**src/sv/ctsl_pkg.sv**
```systemverilog
`timescale 1ns / 1ps
package ctsl_pkg;
  localparam int POS_BITS = 21;
  localparam logic signed [POS_BITS-1:0] POS_MAX = 21'sd1048575;
  localparam logic signed [POS_BITS-1:0] POS_MIN = -21'sd1048576;

  localparam logic [31:0] K1 = 32'd1686629713;
  localparam logic [31:0] K3 = 32'd693598668;
  localparam logic [31:0] K5 = 32'd85569306;
  localparam logic [31:0] K7 = 32'd5026995;
  localparam logic [31:0] K9 = 32'd172272;
  localparam logic [30:0] ONE_Q30 = 31'h4000_0000;

  localparam logic [2:0] REG_CX = 3'd0;
  localparam logic [2:0] REG_CY = 3'd1;
  localparam logic [2:0] REG_CZ = 3'd2;
  localparam logic [2:0] REG_RAD = 3'd3;
  localparam logic [2:0] REG_INC = 3'd4;
  localparam logic [2:0] REG_MAXS = 3'd5;

  function automatic logic signed [POS_BITS-1:0] sat_pos(input logic signed [23:0] v);
    if (v > 24'(POS_MAX)) begin
      return POS_MAX;
    end else if (v < 24'(POS_MIN)) begin
      return POS_MIN;
    end
    return v[POS_BITS-1:0];
  endfunction
endpackage

```
**src/sv/ctsl_divider.sv**
```systemverilog
`timescale 1ns / 1ps
// Restoring divider, one quotient bit per cycle.
module ctsl_divider
  import ctsl_pkg::*;
(
  input  logic        clk,
  input  logic        rst_n,
  input  logic        start,
  input  logic [63:0] dividend,
  input  logic [31:0] divisor,
  output logic        done,
  output logic [63:0] quotient
);
  logic [63:0] q_r, q_nxt;
  logic [32:0] rem_r, rem_nxt;
  logic [6:0]  cnt_r, cnt_nxt;
  logic        busy_r, busy_nxt;
  logic        done_r, done_nxt;
  logic [32:0] sh;

  assign sh = {rem_r[31:0], q_r[63]};

  always_comb begin
    q_nxt = q_r;
    rem_nxt = rem_r;
    cnt_nxt = cnt_r;
    busy_nxt = busy_r;
    done_nxt = 1'b0;
    if (start) begin
      q_nxt = dividend;
      rem_nxt = '0;
      cnt_nxt = 7'd64;
      busy_nxt = 1'b1;
    end else if (busy_r) begin
      if (sh >= {1'b0, divisor}) begin
        rem_nxt = sh - {1'b0, divisor};
        q_nxt = {q_r[62:0], 1'b1};
      end else begin
        rem_nxt = sh;
        q_nxt = {q_r[62:0], 1'b0};
      end
      cnt_nxt = cnt_r - 7'd1;
      if (cnt_r == 7'd1) begin
        busy_nxt = 1'b0;
        done_nxt = 1'b1;
      end
    end
  end

  always_ff @(posedge clk) begin
    if (!rst_n) begin
      busy_r <= 1'b0;
      done_r <= 1'b0;
    end else begin
      busy_r <= busy_nxt;
      done_r <= done_nxt;
    end
    q_r <= q_nxt;
    rem_r <= rem_nxt;
    cnt_r <= cnt_nxt;
  end

  assign done = done_r;
  assign quotient = q_r;
endmodule
```
**config.mk**
```make
export PLATFORM = sky130hd
export DESIGN_NAME = ctsl_divider
export DESIGN_NICKNAME = d
export VERILOG_FILES = /design/src/sv/ctsl_pkg.sv /design/src/sv/ctsl_divider.sv
export SDC_FILE = /design/constraint.sdc
export NUM_CORES = 1
export LEC_CHECK = 0
export BUFFER_PORTS_ARGS = -buffer_cell sky130_fd_sc_hd__buf_2
export CAP_MARGIN = 20
export CORE_MARGIN = 8
export CORE_UTILIZATION = 55
export DETAILED_ROUTE_END_ITERATION = 7
export GPL_TIMING_DRIVEN = 0
export PLACE_DENSITY = 0.82
export SYNTH_ARGS = -nofsm -noshare
export SYNTH_HDL_FRONTEND = slang
export SYNTH_SLANG_ARGS = --single-unit
```
**constraint.sdc**
```tcl
create_clock -name clk -period 8.55 [get_ports clk]
set_input_delay 1.71 -clock clk [delete_from_list [all_inputs] [get_ports clk]]
set_output_delay 1.71 -clock clk [all_outputs]
set_load 0.02 [all_outputs]
```
==> summary.txt, run 1 <==
Clock Pin Slew Worst Setup and Hold Paths: 0.07 ns
Synth Net Count: 827
# port buffers: 162
Most common cell after layout, fill and taps aside: buf_2
RSZ-0062 raised after global routing: no
Routed wire length: 19,500 um
First-pass GRT wire length: 30,800 um
GRT Total Usage: 23.8%
EDFF count, synth: 64
Initial antenna violation count: 0
Core Box Area: 0.0120 mm2
Async set or reset register ratio after synthesis: 0%
Hold WS: 0.492 ns
Hold Crit Class: reg2reg
# resized after CTS: 0
Design Area, Final: 0.00803 mm2
Combinational power share: 29.8%
Final Hold Vio Count: 0
Post-CTS Setup Inserts: 0
CTS tree: done
Least-Margin Pin Slew: 0.728 ns
Area Growth Syn to Fin: 19.3%
DR vias: 6,095
DP Worst Slack: 4.01 ns
Seq/Total Area, Yosys: 40.8%
Antenna-violating nets left: 0
Clk_skew: 0.00718 ns
Max frequency: 233 MHz
Final worst slack: 4.26 ns
Vias per cell: 5.98
Max cap viols: 0
Net switching power of the design: 0.000502 W
Yosys reg bits: 105
Sum of negative setup slack: 0 ns
Register area: 0.00274 mm2
Nets@finish: 1,001
Slew Viols, Final: 0
Die Wd: 127 um
CTS root buf: clkbuf_16
GR Overflow Total: 0
Synth Flop Type: edfxtp_1
Layout cells sized above 1: 30.7%
Leakage power: 3.45 nW
CTS Hold Bufs: 0
Pwr per Cell Area: 184 mW/mm2
CP arrival: 4.55 ns
Setup crit end kind: register
Synthesized area: 0.00673 mm2
H-tree depth: 3
Mapped Avg Cell Area: 9.71 um2
Critical path required time: 8.81 ns
Site Rows: 40
Synth Warn #: 0
Worst-skew pair later-pin latency: 0.35 ns
Slew margin rel.: 50.9%
Startpoint Class: input port
Sw frac: 33.9%
# IOs: 164
Pint: 0.000978 W
Pre-antenna DRT Iters: 5
Number of antenna cells inserted: 0
Multi-input logic area: 0.00359 mm2
Sequential fraction of design power: 42.8%
Pin count of the biggest net entering global routing: 39
Syn Inst Count: 693
Finish-stage setup viols: 0
Crit-path max FO: 4
Initial Utilization: 56.2%
DRT iter0 DRCs: 604
CTS Sinks: 105
Fill cells: 977
DP Area: 0.00774 mm2
TritonCTS Buffers: 9
DR WL/cell: 19.2 um
Commonest non-fill, non-tap cells in the layout: 166 x buf_2, 69 x nor2_1, 64 x edfxtp_1, 63 x mux2_2, 50 x inv_1
Part of the cycle the worst path needs: 50.2%
Hpwl dp: 14,900 um
Min cycle time layout: 4.29 ns
Distinct cell type count after synthesis: 68
Outcome: finished clean
Max VDD drop: 0.135 mV
GPL Wtd Cong: 0.952
DRC: 0
Crit Path Category: in2reg
Clock share of power: 27.4%
Die height: 127 um
CTS Buffer Depth: 2
Die area: 0.0160 mm2
Vias in the first global route: 5,913
worst max-delay path: stages:
cell	delay (ns)
buf_2	0.12
ha_1	0.22
fa_1	0.41
nand2b_1	0.20
a21oi_1	0.21
o21ai_0	0.21
o21ai_0	0.63
a211oi_1	0.19
xnor2_1	0.22
o21ai_0	0.14
a311oi_1	0.30
final cells by class:
| type | count | share of cell area, % |
|---|---|---|
| tap | 147 | 2.29 |
| sequential | 105 | 34.2 |
| clock buffer | 9 | 2.81 |
| clock inverter | 7 | 0.748 |
| inverter | 51 | 2.39 |
| timing repair buffer | 163 | 10.4 |
| buffer | 42 | 2.56 |
| multi-input combinational | 495 | 44.7 |
routing by layer:
layer	vias up	GRT usage [%]	routed length, um
li1	2888	-	-
met1	2853	29.6	7920
met2	313	39.6	9390
met3	41	5.99	1680
met4	0	7.93	538
met5	-	0	0
worst paths after layout:
path,startpoint,endpoint,slack [ns],cells after the start
max,divisor[0],rem_r[24],4.26,11
min,rem_r[1],rem_r[1],0.49,2
max reg2reg,quotient[63],rem_r[24],5.32,11
min reg2reg,rem_r[1],rem_r[1],0.49,2
cell families (layout without fill, tap and decap cells):
kind of cell	count (synthesis)	in the layout	share of synthesized area, %
XOR/XNOR	29	29	3.78
AO/OA/AOI/OAI	176	176	18.4
AND/OR/NAND/NOR	191	191	13.8
buffers and inverters	93	272	5.90
multiplexers	64	64	10.7
adder cells (fa/ha/maj)	35	35	6.62
flip-flops	105	105	40.8
synth_stat cells (6+ instances only):
cell type	instances	area, um2
nor2_1	69	259
a211oi_1	11	82.6
nand4_1	6	37.5
inv_1	51	191
mux2_2	63	709
a21o_1	9	67.6
edfxtp_1	64	1920
nor3_1	12	60.1
nand2_1	29	109
nand2b_1	7	43.8
dfxtp_1	41	821
nor2b_1	7	43.8
xnor2_1	22	193
o21a_1	6	45.0
o211ai_1	6	45.0
nand3_1	37	185
ha_1	34	425
a21oi_1	37	185
clkbuf_1	30	113
xor2_1	7	61.3
a311oi_1	25	219
o21ai_0	38	190
power groups by stage:
| stage | logic, W | registers, W | clock network (W) |
|---|---|---|---|
| floorplan | 0.000268 | 0.000676 | 0 |
| detailed placement | 0.000432 | 0.000643 | 0 |
| finish | 0.000441 | 0.000633 | 0.000406 |
| global route | 0.000480 | 0.000639 | 0.000425 |
| global placement | 0.000423 | 0.000642 | 0 |
| CTS | 0.000436 | 0.000632 | 0.000408 |
metrics by stage:
| step | instances | util, % | power, W |
|---|---|---|---|
| final | 1019 | 67.1 | 0.00148 |
| after global routing | 1019 | 67.1 | 0.00154 |
| after CTS | 1019 | 67.1 | 0.00148 |
| after detailed placement | 1003 | 64.7 | 0.00107 |
| after global placement | 1002 | 64.6 | 0.00106 |
| after floorplan | 693 | - | 0.000944 |
registers in the layout, indices dropped and copies added (netlist names):
signal    flops
done          1
cnt_r         7
quotient     64
busy_r        1
rem_r        32
No activity file was read; power rests on OpenSTA's default activity.
==> run 2: changes to the inputs <==
--- a/config.mk
+++ b/config.mk
@@ -8,10 +8,10 @@
 export BUFFER_PORTS_ARGS = -buffer_cell sky130_fd_sc_hd__buf_2
 export CAP_MARGIN = 20
 export CORE_MARGIN = 8
-export CORE_UTILIZATION = 55
+export CORE_UTILIZATION = 49
 export DETAILED_ROUTE_END_ITERATION = 7
 export GPL_TIMING_DRIVEN = 0
-export PLACE_DENSITY = 0.82
+export PLACE_DENSITY = 0.77
 export SYNTH_ARGS = -nofsm -noshare
 export SYNTH_HDL_FRONTEND = slang
 export SYNTH_SLANG_ARGS = --single-unit
==> constraint.sdc (replaced) <==
create_clock -name clk -period 3.5 [get_ports clk]
set_input_delay 0.7 -clock clk [delete_from_list [all_inputs] [get_ports clk]]
set_output_delay 0.7 -clock clk [all_outputs]
set_load 0.02 [all_outputs]
==> summary.txt, run 2 (same netlist as run 1, synthesis figures left out) <==
Cells on worst reg2reg path: 11
Outcome: finished clean
Final Hold Vio Count: 0
Crit path top cell by count: o21ai_0
Combinational power share: 29.3%
R2r startpoint: quotient[63]
Die Wd: 133 um
Multi-input logic area: 0.00359 mm2
Setup crit end kind: register
TritonCTS Buffers: 9
Area Growth Syn to Fin: 20.4%
Max VDD drop: 0.326 mV
CP Buf/Inv Count: 1
Number of antenna cells inserted: 0
# port buffers: 162
Fill cells: 1,223
Net switching power of the design: 0.00124 W
Hpwl dp: 15,100 um
DR WL/cell: 18.2 um
Register area: 0.00274 mm2
Initial Utilization: 49.2%
H-tree depth: 3
Nets@finish: 1,001
Worst-skew pair later-pin latency: 0.35 ns
Vias per cell: 5.66
GR Overflow Total: 0
# IOs: 164
Slew margin rel.: 51.0%
Most common cell after layout, fill and taps aside: buf_2
Max cap viols: 0
Hold path start: cnt_r[6]
DRT iter0 DRCs: 493
Pint: 0.00241 W
Clk_skew: 0.00938 ns
Critical path required time: 3.76 ns
Routed wire length: 19,200 um
Die area: 0.0177 mm2
CP arrival: 3.51 ns
Placed cells: 1,036
Hold Crit Class: reg2reg
Slowest stage cell, crit path: o21ai_0
# resized after CTS: 0
Hold depth: 2
Crit Path Category: in2reg
Pre-antenna DRT Iters: 5
GPL Wtd Cong: 0.905
Startpoint Class: input port
DR vias: 5,957
Min cycle time layout: 3.24 ns
Max frequency: 308 MHz
CTS Hold Bufs: 0
Site Rows: 43
Leakage power: 3.46 nW
Cell Chain, Critical Path: buf_2 > ha_1 > fa_1 > nand2b_1 > a21oi_1 > o21ai_0 > o21ai_0 > a211oi_1 > xnor2_1 > o21ai_0 > a311oi_1
Commonest non-fill, non-tap cells in the layout: 166 x buf_2, 69 x nor2_1, 64 x edfxtp_1, 63 x mux2_2, 50 x inv_1
CTS root buf: clkbuf_16
Layout cells sized above 1: 30.8%
CTS tree: done
GRT Total Usage: 20.9%
Finish-stage setup viols: 0
Sw frac: 34.0%
Reg2reg setup slack: 0.29 ns
Pwr per Cell Area: 452 mW/mm2
RSZ-0062 raised after global routing: no
Min-Delay Endpoint: cnt_r[6]
Design Area, Final: 0.00810 mm2
Core Box Area: 0.0137 mm2
Crit-path max FO: 4
Vias in the first global route: 5,816
Post-CTS Setup Inserts: 0
Sequential fraction of design power: 42.3%
Initial antenna violation count: 1
CTS Buffer Depth: 2
Clock share of power: 28.4%
Worst r2r dst: rem_r[24]
Largest register FFs: 64
Clock Pin Slew Worst Setup and Hold Paths: 0.08 ns
CTS Sinks: 105
DRC: 0
DP Area: 0.00778 mm2
Antenna-violating nets left: 0
Pin count of the biggest net entering global routing: 38
Cell family with most CP delay: compound AO/OA/AOI/OAI gates
First-pass GRT wire length: 30,000 um
Non-filler cells, final: 1,052
Part of the cycle the worst path needs: 92.7%
Least-Margin Pin Slew: 0.728 ns
Die height: 133 um
Slew Viols, Final: 0
Max incr delay on CP: 0.63 ns
run 2: area by class of cell:
class | instances | share of cell area, %
Buffer | 42 | 2.53
Clock buffer | 9 | 2.78
Clock inverter | 7 | 1.10
Inverter | 51 | 2.36
Multi-Input combinational cell | 495 | 44.3
Sequential cell | 105 | 33.9
Tap cell | 180 | 2.78
Timing Repair Buffer | 163 | 10.3
run 2: worst min-delay path, delay by kind of cell (launching register included):
kind | cells | cell delay (ns)
DFF | 1 | 0.31
and+or+nand+nor | 1 | 0.08
AOI/OAI and AO/OA | 1 | 0.06
run 2: worst max-delay path by stage:
stage                    start           end  cells past startpoint
floorplan                start   quotient[0]                      4
global placement         start  quotient[43]                      4
detailed placement  divisor[0]     rem_r[24]                     11
CTS                 divisor[0]     rem_r[22]                     11
global route        divisor[0]     rem_r[22]                     11
finish              divisor[0]     rem_r[24]                     11
run 2: power by group through the flow:
stage	registers [W]	logic, W	clock network (W)
2_1_floorplan	0.00165	0.000655	0
3_3_place_gp	0.00157	0.00104	0
3_5_place_dp	0.00157	0.00106	0
4_1_cts	0.00154	0.00106	0.00106
5_1_grt	0.00156	0.00117	0.00110
6_report	0.00155	0.00107	0.00104
run 2: through the flow:
step	setup TNS, ns	worst slack (ns)	hold WS (ns)	utilization [%]	total power, W
after global placement	-39.11	-0.614	0.484	56.8	0.00261
after detailed placement	-0.00524	-0.00524	0.489	56.9	0.00263
final	0	0.256	0.504	59.2	0.00366
after global routing	0	0.107	0.515	59.2	0.00383
after floorplan	0	0.427	0.451	-	0.00231
after CTS	0	0.349	0.499	59.2	0.00367
run 2: routing by layer:
| layer | up-vias | share of wire, % | global-route usage [%] |
|---|---|---|---|
| met2 | 212 | 50 | 35.7 |
| met3 | 38 | 6.4 | 5.12 |
| met5 | - | 0.068 | 0 |
| met1 | 2794 | 41 | 25.5 |
| met4 | 2 | 2.4 | 6.30 |
| li1 | 2911 | - | - |
