===== src/sv/ctsl_pkg.sv =====
`timescale 1ns / 1ps
package ctsl_pkg;
  localparam int POS_BITS = 21;
  localparam logic signed [POS_BITS-1:0] POS_MAX = 21'sd1048575;
  localparam logic signed [POS_BITS-1:0] POS_MIN = -21'sd1048576;

  localparam logic [31:0] K1 = 32'd1686629713;
  localparam logic [31:0] K3 = 32'd693598668;
  localparam logic [31:0] K5 = 32'd85569306;
  localparam logic [31:0] K7 = 32'd5026995;
  localparam logic [31:0] K9 = 32'd172272;
  localparam logic [30:0] ONE_Q30 = 31'h4000_0000;

  localparam logic [2:0] REG_CX = 3'd0;
  localparam logic [2:0] REG_CY = 3'd1;
  localparam logic [2:0] REG_CZ = 3'd2;
  localparam logic [2:0] REG_RAD = 3'd3;
  localparam logic [2:0] REG_INC = 3'd4;
  localparam logic [2:0] REG_MAXS = 3'd5;

  function automatic logic signed [POS_BITS-1:0] sat_pos(input logic signed [23:0] v);
    if (v > 24'(POS_MAX)) begin
      return POS_MAX;
    end else if (v < 24'(POS_MIN)) begin
      return POS_MIN;
    end
    return v[POS_BITS-1:0];
  endfunction
endpackage


===== src/sv/ctsl_isqrt.sv =====
`timescale 1ns / 1ps
// Bit-serial integer square root, one result bit per cycle.
module ctsl_isqrt
  import ctsl_pkg::*;
(
  input  logic        clk,
  input  logic        rst_n,
  input  logic        start,
  input  logic [63:0] radicand,
  output logic        done,
  output logic [31:0] root
);
  logic [63:0] rem_r, rem_nxt;
  logic [63:0] root_r, root_nxt;
  logic [63:0] bit_r, bit_nxt;
  logic        busy_r, busy_nxt;
  logic        done_r, done_nxt;
  logic [63:0] trial;

  assign trial = root_r + bit_r;

  always_comb begin
    rem_nxt = rem_r;
    root_nxt = root_r;
    bit_nxt = bit_r;
    busy_nxt = busy_r;
    done_nxt = 1'b0;
    if (start) begin
      rem_nxt = radicand;
      root_nxt = '0;
      bit_nxt = 64'h4000_0000_0000_0000;
      busy_nxt = 1'b1;
    end else if (busy_r) begin
      if (rem_r >= trial) begin
        rem_nxt = rem_r - trial;
        root_nxt = (root_r >> 1) + bit_r;
      end else begin
        root_nxt = root_r >> 1;
      end
      bit_nxt = bit_r >> 2;
      if (bit_r[0]) begin
        busy_nxt = 1'b0;
        done_nxt = 1'b1;
      end
    end
  end

  always_ff @(posedge clk) begin
    if (!rst_n) begin
      busy_r <= 1'b0;
      done_r <= 1'b0;
    end else begin
      busy_r <= busy_nxt;
      done_r <= done_nxt;
    end
    rem_r <= rem_nxt;
    root_r <= root_nxt;
    bit_r <= bit_nxt;
  end

  assign done = done_r;
  assign root = root_r[31:0];
endmodule


===== config.mk =====
export PLATFORM = sky130hd
export DESIGN_NAME = ctsl_isqrt
export DESIGN_NICKNAME = d
export VERILOG_FILES = /design/src/sv/ctsl_pkg.sv /design/src/sv/ctsl_isqrt.sv
export SDC_FILE = /design/constraint.sdc
export NUM_CORES = 1
export LEC_CHECK = 0
export ABC_AREA = 1
export BUFFER_PORTS_ARGS = -buffer_cell sky130_fd_sc_hd__buf_2
export CAP_MARGIN = 20
export CORE_MARGIN = 4
export CORE_UTILIZATION = 35
export CTS_CLUSTER_DIAMETER = 150
export DETAILED_ROUTE_END_ITERATION = 10
export HOLD_SLACK_MARGIN = 0.03
export SETUP_SLACK_MARGIN = 0.3
export SLEW_MARGIN = 30
export SYNTH_ARGS = -nofsm -noshare
export SYNTH_HDL_FRONTEND = slang
export SYNTH_SLANG_ARGS = --single-unit

===== constraint.sdc =====
create_clock -name clk -period 5.8 [get_ports clk]
set_input_delay 0.29 -clock clk [delete_from_list [all_inputs] [get_ports clk]]
set_output_delay 0.29 -clock clk [all_outputs]
set_load 0.02 [all_outputs]

==> summary.md, run 1 <==
| Metric | Value |
|---|---|
| Power per cell area | `461 nW/um^2` |
| Commonest cells post-synth | `1,204 x nand2_1, 502 x inv_1, 443 x nor2_1` |
| Core area | `56,600 sq um` |
| Initial Util | `0.355` |
| Final TNS setup | `0 ps` |
| Hold Path Class | `in2reg` |
| Global-route wire length before repair | `120,000 um` |
| Skew-Pair Late Insertion Delay | `500 ps` |
| Slew @ Worst Pin | `941 ps` |
| Min Tclk post-route | `5090 ps` |
| Initial antenna violation count | `0` |
| Internal power | `4.50 mW` |
| Die width | `248 um` |
| Final Setup Violations | `0` |
| Synth Register Bits | `162` |
| Worst setup EP type | `flop` |
| Cell count after synthesis | `3,575` |
| Comb pwr share | `0.675` |
| Most common cell in the netlist | `nand2_1` |
| Clock skew | `19.3 ps` |
| Ports | `100` |
| CTS tree | `yes` |
| Drt first pass iters | `6` |
| Total track usage | `0.254` |
| Top_reg_cell synth | `dfxtp_1` |
| Antenna Violating Nets Remaining | `0` |
| Largest net degree at the start of global routing | `82` |
| Mean post-synth cell area | `5.62 sq um` |
| Max-cap viol count | `0` |
| Syn-to-layout area delta | `8.34%` |
| Hold buffers post-CTS | `4` |
| Slew Limit Fails | `0` |
| Vias/cell | `5.19` |
| Detailed Route WL | `79,000 um` |
| Synth area leaders | `nand2_1 22%, dfxtp_1 9.8%, edfxtp_1 9.6%` |
| Synth Net Count | `3,773` |
| Num rows | `87` |
| Sw Ratio | `0.551` |
| CP arrival | `5420 ps` |
| Yosys top cell area share | `0.225` |
| Max_slew headroom | `0.366` |
| DRT iter0 DRCs | `2,078` |
| WP data required | `6130 ps` |
| Netlist cell types | `46` |
| Synth async-reset ratio | `0` |
| Post_cts resized | `0` |
| Die footprint | `61,300 sq um` |
| GP Congestion | `1.04` |
| Synthesized area | `20,100 sq um` |
| Gr ovfl total | `0` |
| Bufs on Longest Clock Path | `2` |
| DRC | `0` |
| Filler cells | `6,508` |
| Sequential cell fraction of total power | `0.205` |
| Die Y | `248 um` |
| Register area share after synthesis | `0.193` |
| Setup Buffers After CTS | `0` |
| F_max | `196 MHz` |
| Outcome | `finished, final reports clean` |
| Clk slew on worst S/H paths | `80 ps` |
| Synth area leader | `nand2_1` |
| Vias in the first global route | `21.5k` |
| Clock power frac | `0.120` |
| Max VDD drop | `0.307 mV` |
| Max H-tree Level | `4` |
| CTS root buf | `clkbuf_16` |
| NetSw | `5.53 mW` |
| # clock sinks | `162` |
| Wire per inst | `18.0 um` |
| Share of layout cells above drive strength 1 | `0.0569` |
| Final nets | `3,805` |
| # diodes | `0` |
| Post-synth EDFFs | `64` |
| Yosys warnings | `0` |
| Final period util | `0.878` |
| Port Buffers | `99` |
| CTS buffer count | `17` |
| RSZ-0062 raised after global routing | `false` |
| Final Hold Vio Count | `0` |
| Detail Placement HPWL | `64,900 um` |
| Total number of vias | `22.7k` |
| Layout Utilization | `0.385` |
| Crit-path max FO | `49` |
| Static leakage | `10.0 nW` |
| Setup CP Type | `reg2reg` |
| Crit start category | `flop` |
## worst max-delay path: stages, from the launching register on
cell	delay, ps
dfxtp_1	300
buf_4	170
ha_1	400
nand2_1	120
o21ai_1	300
nor2_1	80
nand2_1	70
o21ai_0	190
o21ai_2	270
nand2_1	100
nand2_1	200
a21oi_1	110
xor2_1	380
ha_1	380
a21oi_1	230
nand2_1	130
a21oi_1	200
nand2_1	150
a21oi_4	170
buf_4	550
nand3_1	170
nand3_1	130
a21oi_1	80
## power groups by stage
stage          Clock [mW]  Sequential, mW  Combinational, mW
2_1_floorplan           0            1.83               4.93
3_3_place_gp            0            2.06               6.59
3_5_place_dp            0            2.06               6.58
4_1_cts              1.24            2.04               6.63
5_1_grt              1.27            2.09               7.50
6_report             1.21            2.06               6.77
## flip-flops by register name (all words and copies together), names as in the netlist
name	flops
busy_r	1
rem_r	64
bit_r	32
done	1
root_r	64
## through the flow
step | area (sq um) | std cells | worst slack [ps] | total power [mW] | hold slack [ps]
floorplan | 20100 | 3575 | 865 | 6.76 | 422
CTS | 21800 | 4376 | 871 | 9.90 | 30.6
global placement | 21100 | 4340 | 999 | 8.65 | 484
finish | 21800 | 4376 | 707 | 10.0 | 63.3
global route | 21800 | 4376 | 357 | 10.9 | 70.8
detailed placement | 21100 | 4340 | 925 | 8.64 | 483
## cell families after synthesis
| family | synth area share |
|---|---|
| xor gates and xnor gates | 0.0440 |
| buffers and inverters | 0.127 |
| DFF | 0.193 |
| and+or+nand+nor | 0.426 |
| adders and majority gates | 0.0819 |
| AOI/OAI and AO/OA | 0.127 |
## layout make-up
type / instances / area, sq um / share of cell area
multi-input combinational: 2789 / 13700 / 0.628
sequential: 162 / 3890 / 0.179
inverter: 506 / 1900 / 0.0873
tap: 756 / 946 / 0.0434
timing repair buffer: 131 / 786 / 0.0361
clock buffer: 20 / 468 / 0.0215
clock inverter: 12 / 120 / 0.00552
## cells in the final DEF (no fill, tap or decap), types with 64 or more instances in the layout
master    Yosys  routed
nand2_1    1204    1203
inv_1       502     502
nor2_1      443     443
nand3_1     295     295
a21oi_1     222     222
o21ai_0     158     158
ha_1        130     130
buf_2        29      98
dfxtp_1      98      97
edfxtp_1     64      64
## final timing paths
kind                            cells after the start    endpoint  slack (ps)    startpoint
worst max-delay path                               22  root_r[20]         710    root_r[10]
worst max register to register                     22  root_r[20]         710    root_r[10]
worst min register to register                      2   root_r[0]         490     root_r[0]
worst min-delay path                                3   rem_r[47]          60  radicand[47]
## layer usage
layer	global-route usage	wire length [um]
met1	0.339	35100
met2	0.408	34900
met3	0.0309	5100
met4	0.124	3880
met5	0	0
Power figures use the tool's default switching activity.
==> inputs of run 2 (changes only) <==
PLACE_DENSITY_LB_ADDON = 0.15   (was unset)
REMOVE_ABC_BUFFERS = 1   (was unset)
==> run 2 against run 1 <==
  * Utilization is 0.32 points higher
  * Wire length is 1.3% higher
  * Power is 1.3% lower
  * Clock skew is 7.4 ps lower
  * Clock-buffer cell count is 2 lower
  * Flip-flop and latch count stayed put
  * Sequential power hardly changed
  * Sequential share of layout area is 0.15 points lower
  * Setup slack worse by 2.0 ps
  * Hold slack better by 2.9 ps
  * Cell area is 0.83% higher
  * Global-route usage is 0.43 points higher
==> summary.md, run 2 (same netlist as run 1, synthesis figures left out) <==
| Metric | Value |
|---|---|
| CP arrival | `5230 ps (-190 ps)` |
| Clock power frac | `0.118 (-0.002)` |
| Total track usage | `0.259 (+0.00430)` |
| Largest regs | `rem_r: 64 flops, root_r: 64 flops, bit_r: 32 flops` |
| Finished Layout Cells | `4,399 (+0.53%)` |
| Post-Layout Inst Area | `22,000 sq um (+0.83%)` |
| Power per cell area | `451 nW/um^2 (-2.1%)` |
| Syn-to-layout area delta | `9.23%` |
| Detail Placement HPWL | `65,800 um (+1.4%)` |
| Setup CP Type | `reg2reg` |
| Internal power | `4.43 mW (-1.7%)` |
| Sw Ratio | `0.553 (+0.00184)` |
| NetSw | `5.47 mW (-1.0%)` |
| Met3 Wirelength | `3650 um (-29%)` |
| Static leakage | `10.1 nW (+0.77%)` |
| Num rows | `87 (unchanged)` |
| Clk slew on worst S/H paths | `80 ps (about the same)` |
| WP data required | `5940 ps (-190 ps)` |
| Drt first pass iters | `5 (-1)` |
| Core area | `56,600 sq um (unchanged)` |
| Layout Utilization | `0.388 (+0.00318)` |
| CTS buffer count | `17 (unchanged)` |
| Total number of vias | `22.3k (-1.7%)` |
| Bufs on Longest Clock Path | `2 (unchanged)` |
| RR Endpoint | `rem_r[35]` |
| Routed met2 length | `36,600 um (+5.0%)` |
| Vias in the first global route | `21.3k (-0.96%)` |
| Final worst slack | `705 ps (-2.00 ps)` |
| Die footprint | `61,300 sq um (unchanged)` |
| Wire per inst | `18.2 um (+0.78%)` |
| Hold buffers post-CTS | `26 (+22)` |
| R2r startpoint | `root_r[28]` |
| Die width | `248 um (unchanged)` |
| Detailed Route WL | `80,000 um (+1.3%)` |
| Top Layer Used | `met4` |
| Hold path depth | `3 (unchanged)` |
| Gr ovfl total | `0 (unchanged)` |
| Worst min-delay path startpoint | `radicand[60]` |
| DRC | `0 (unchanged)` |
| Dpl ws | `809 ps (-116 ps)` |
| Final Hold Vio Count | `0 (unchanged)` |
| Antenna Violating Nets Remaining | `0 (unchanged)` |
| # diodes | `0 (unchanged)` |
| DRT iter0 DRCs | `1,823 (-12%)` |
| CTS root buf | `clkbuf_16` |
| Slew @ Worst Pin | `860 ps (-81.1 ps)` |
| GP Congestion | `0.986 (-4.7%)` |
| Clock skew | `11.9 ps (-7.44 ps)` |
| Max-cap viol count | `0 (unchanged)` |
| Global-route wire length before repair | `121,000 um (+1.0%)` |
| Outcome | `finished, final reports clean` |
| Port Buffers | `99 (unchanged)` |
| Final Setup Violations | `0 (unchanged)` |
| Crit-path max FO | `39 (-20%)` |
| Skew-Pair Late Insertion Delay | `500 ps (about the same)` |
| Min Tclk post-route | `5100 ps (+2.00 ps)` |
| Hold endpoint | `rem_r[60]` |
| Crit start category | `flop` |
| R2R cell count | `22 (unchanged)` |
| Comb pwr share | `0.673 (-0.002)` |
| Max VDD drop | `0.383 mV (+25%)` |
| Most frequent cells in the layout | `1,203 x nand2_1, 502 x inv_1, 443 x nor2_1` |
| Vias/cell | `5.07 (-2.2%)` |
| Post_cts resized | `0 (unchanged)` |
| Die Y | `248 um (unchanged)` |
| CTS tree | `yes` |
| Share of layout cells above drive strength 1 | `0.0568 (-0.0000848)` |
| Met1 wire length | `36,900 um (+5.1%)` |
| Slew Limit Fails | `0 (unchanged)` |
| Largest net degree at the start of global routing | `71 (-13%)` |
| Setup Buffers After CTS | `0 (unchanged)` |
| Hold Slack | `66.2 ps (+2.92 ps)` |
| F_max | `196 MHz (about the same)` |
| Overall power | `9.90 mW (-1.3%)` |
| Ports | `100 (unchanged)` |
| Reg2reg setup slack | `700 ps (about the same)` |
| Max H-tree Level | `4 (unchanged)` |
| Initial antenna violation count | `0 (unchanged)` |
| Final period util | `0.879 (about the same)` |
| # clock sinks | `162 (unchanged)` |
| Worst setup EP type | `flop` |
| Most common cell after layout, fill and taps aside | `nand2_1` |
| Hold Path Class | `in2reg` |
| Sequential cell fraction of total power | `0.209 (+0.004)` |
| RSZ-0062 raised after global routing | `false` |
| Final nets | `3,828 (+0.60%)` |
| Initial Util | `0.355 (unchanged)` |
| DP Area | `21,100 sq um (about the same)` |
| Dpl cells | `4,341 (+0.023%)` |
| Final TNS setup | `0 ps (unchanged)` |
| Max_slew headroom | `0.421 (+0.0547)` |
[run 2: cell types whose count changed in the layout (fill, tap and decap cells not counted), moves of 2 or more]
| cell | delta |
|---|---|
| buf_12 | -2 |
| buf_4 | +3 |
| clkinv_2 | -2 |
| dlygate4sd3_1 | +22 |
| inv_6 | +2 |
| inv_8 | +3 |
[run 2: power groups by stage]
stage	clock, mW	combinational (mW)	sequential [mW]
after global routing	1.24	7.44	2.10
final	1.17	6.66	2.07
after detailed placement	0	6.53	2.08
after CTS	1.21	6.58	2.05
after global placement	0	6.54	2.07
after floorplan	0	4.54	1.97
[run 2: critical path: stages (launching register included)]
cell and delay, ps:
dfxtp_1 630, ha_1 320, nand2_1 140, o21ai_0 360, nand2_1 140, o21ai_0 420
a21oi_1 160, nor2_1 240, a211oi_1 110, nand3_1 90, nand2_1 70, ha_1 390
nand2_1 120, nor2_1 290, nand2_1 190, inv_1 90, nand2_1 50, nand2_1 120
a21oi_4 60, nand2_2 110, nand2_2 60, nand2_2 80, buf_4 450
[run 2: per-layer routing]
layer | global-route usage | vias up
met4 | 0.0944 | 0
li1 | - | 11488
met3 | 0.0247 | 126
met5 | 0 | -
met2 | 0.428 | 606
met1 | 0.351 | 10097
[run 2: final cells by class]
| class | instances | area (sq um) |
|---|---|---|
| Clock inverter | 14 | 138 |
| Timing Repair Buffer | 154 | 988 |
| Inverter | 506 | 1900 |
| Fill cell | 6518 | 34700 |
| Sequential cell | 162 | 3890 |
| Multi-Input combinational cell | 2789 | 13700 |
| Clock buffer | 18 | 429 |
| Tap cell | 756 | 946 |
[run 2: how the worst max path moves through the flow]
stage | from | endpoint | slack [ps] | cells past startpoint
after detailed placement | root_r[28] | rem_r[22] | 810 | 20
after global routing | root_r[28] | rem_r[35] | 370 | 22
after CTS | root_r[28] | rem_r[35] | 780 | 20
final | root_r[28] | rem_r[35] | 700 | 22
after global placement | root_r[28] | rem_r[21] | 800 | 20
after floorplan | root_r[10] | rem_r[0] | -1210 | 20
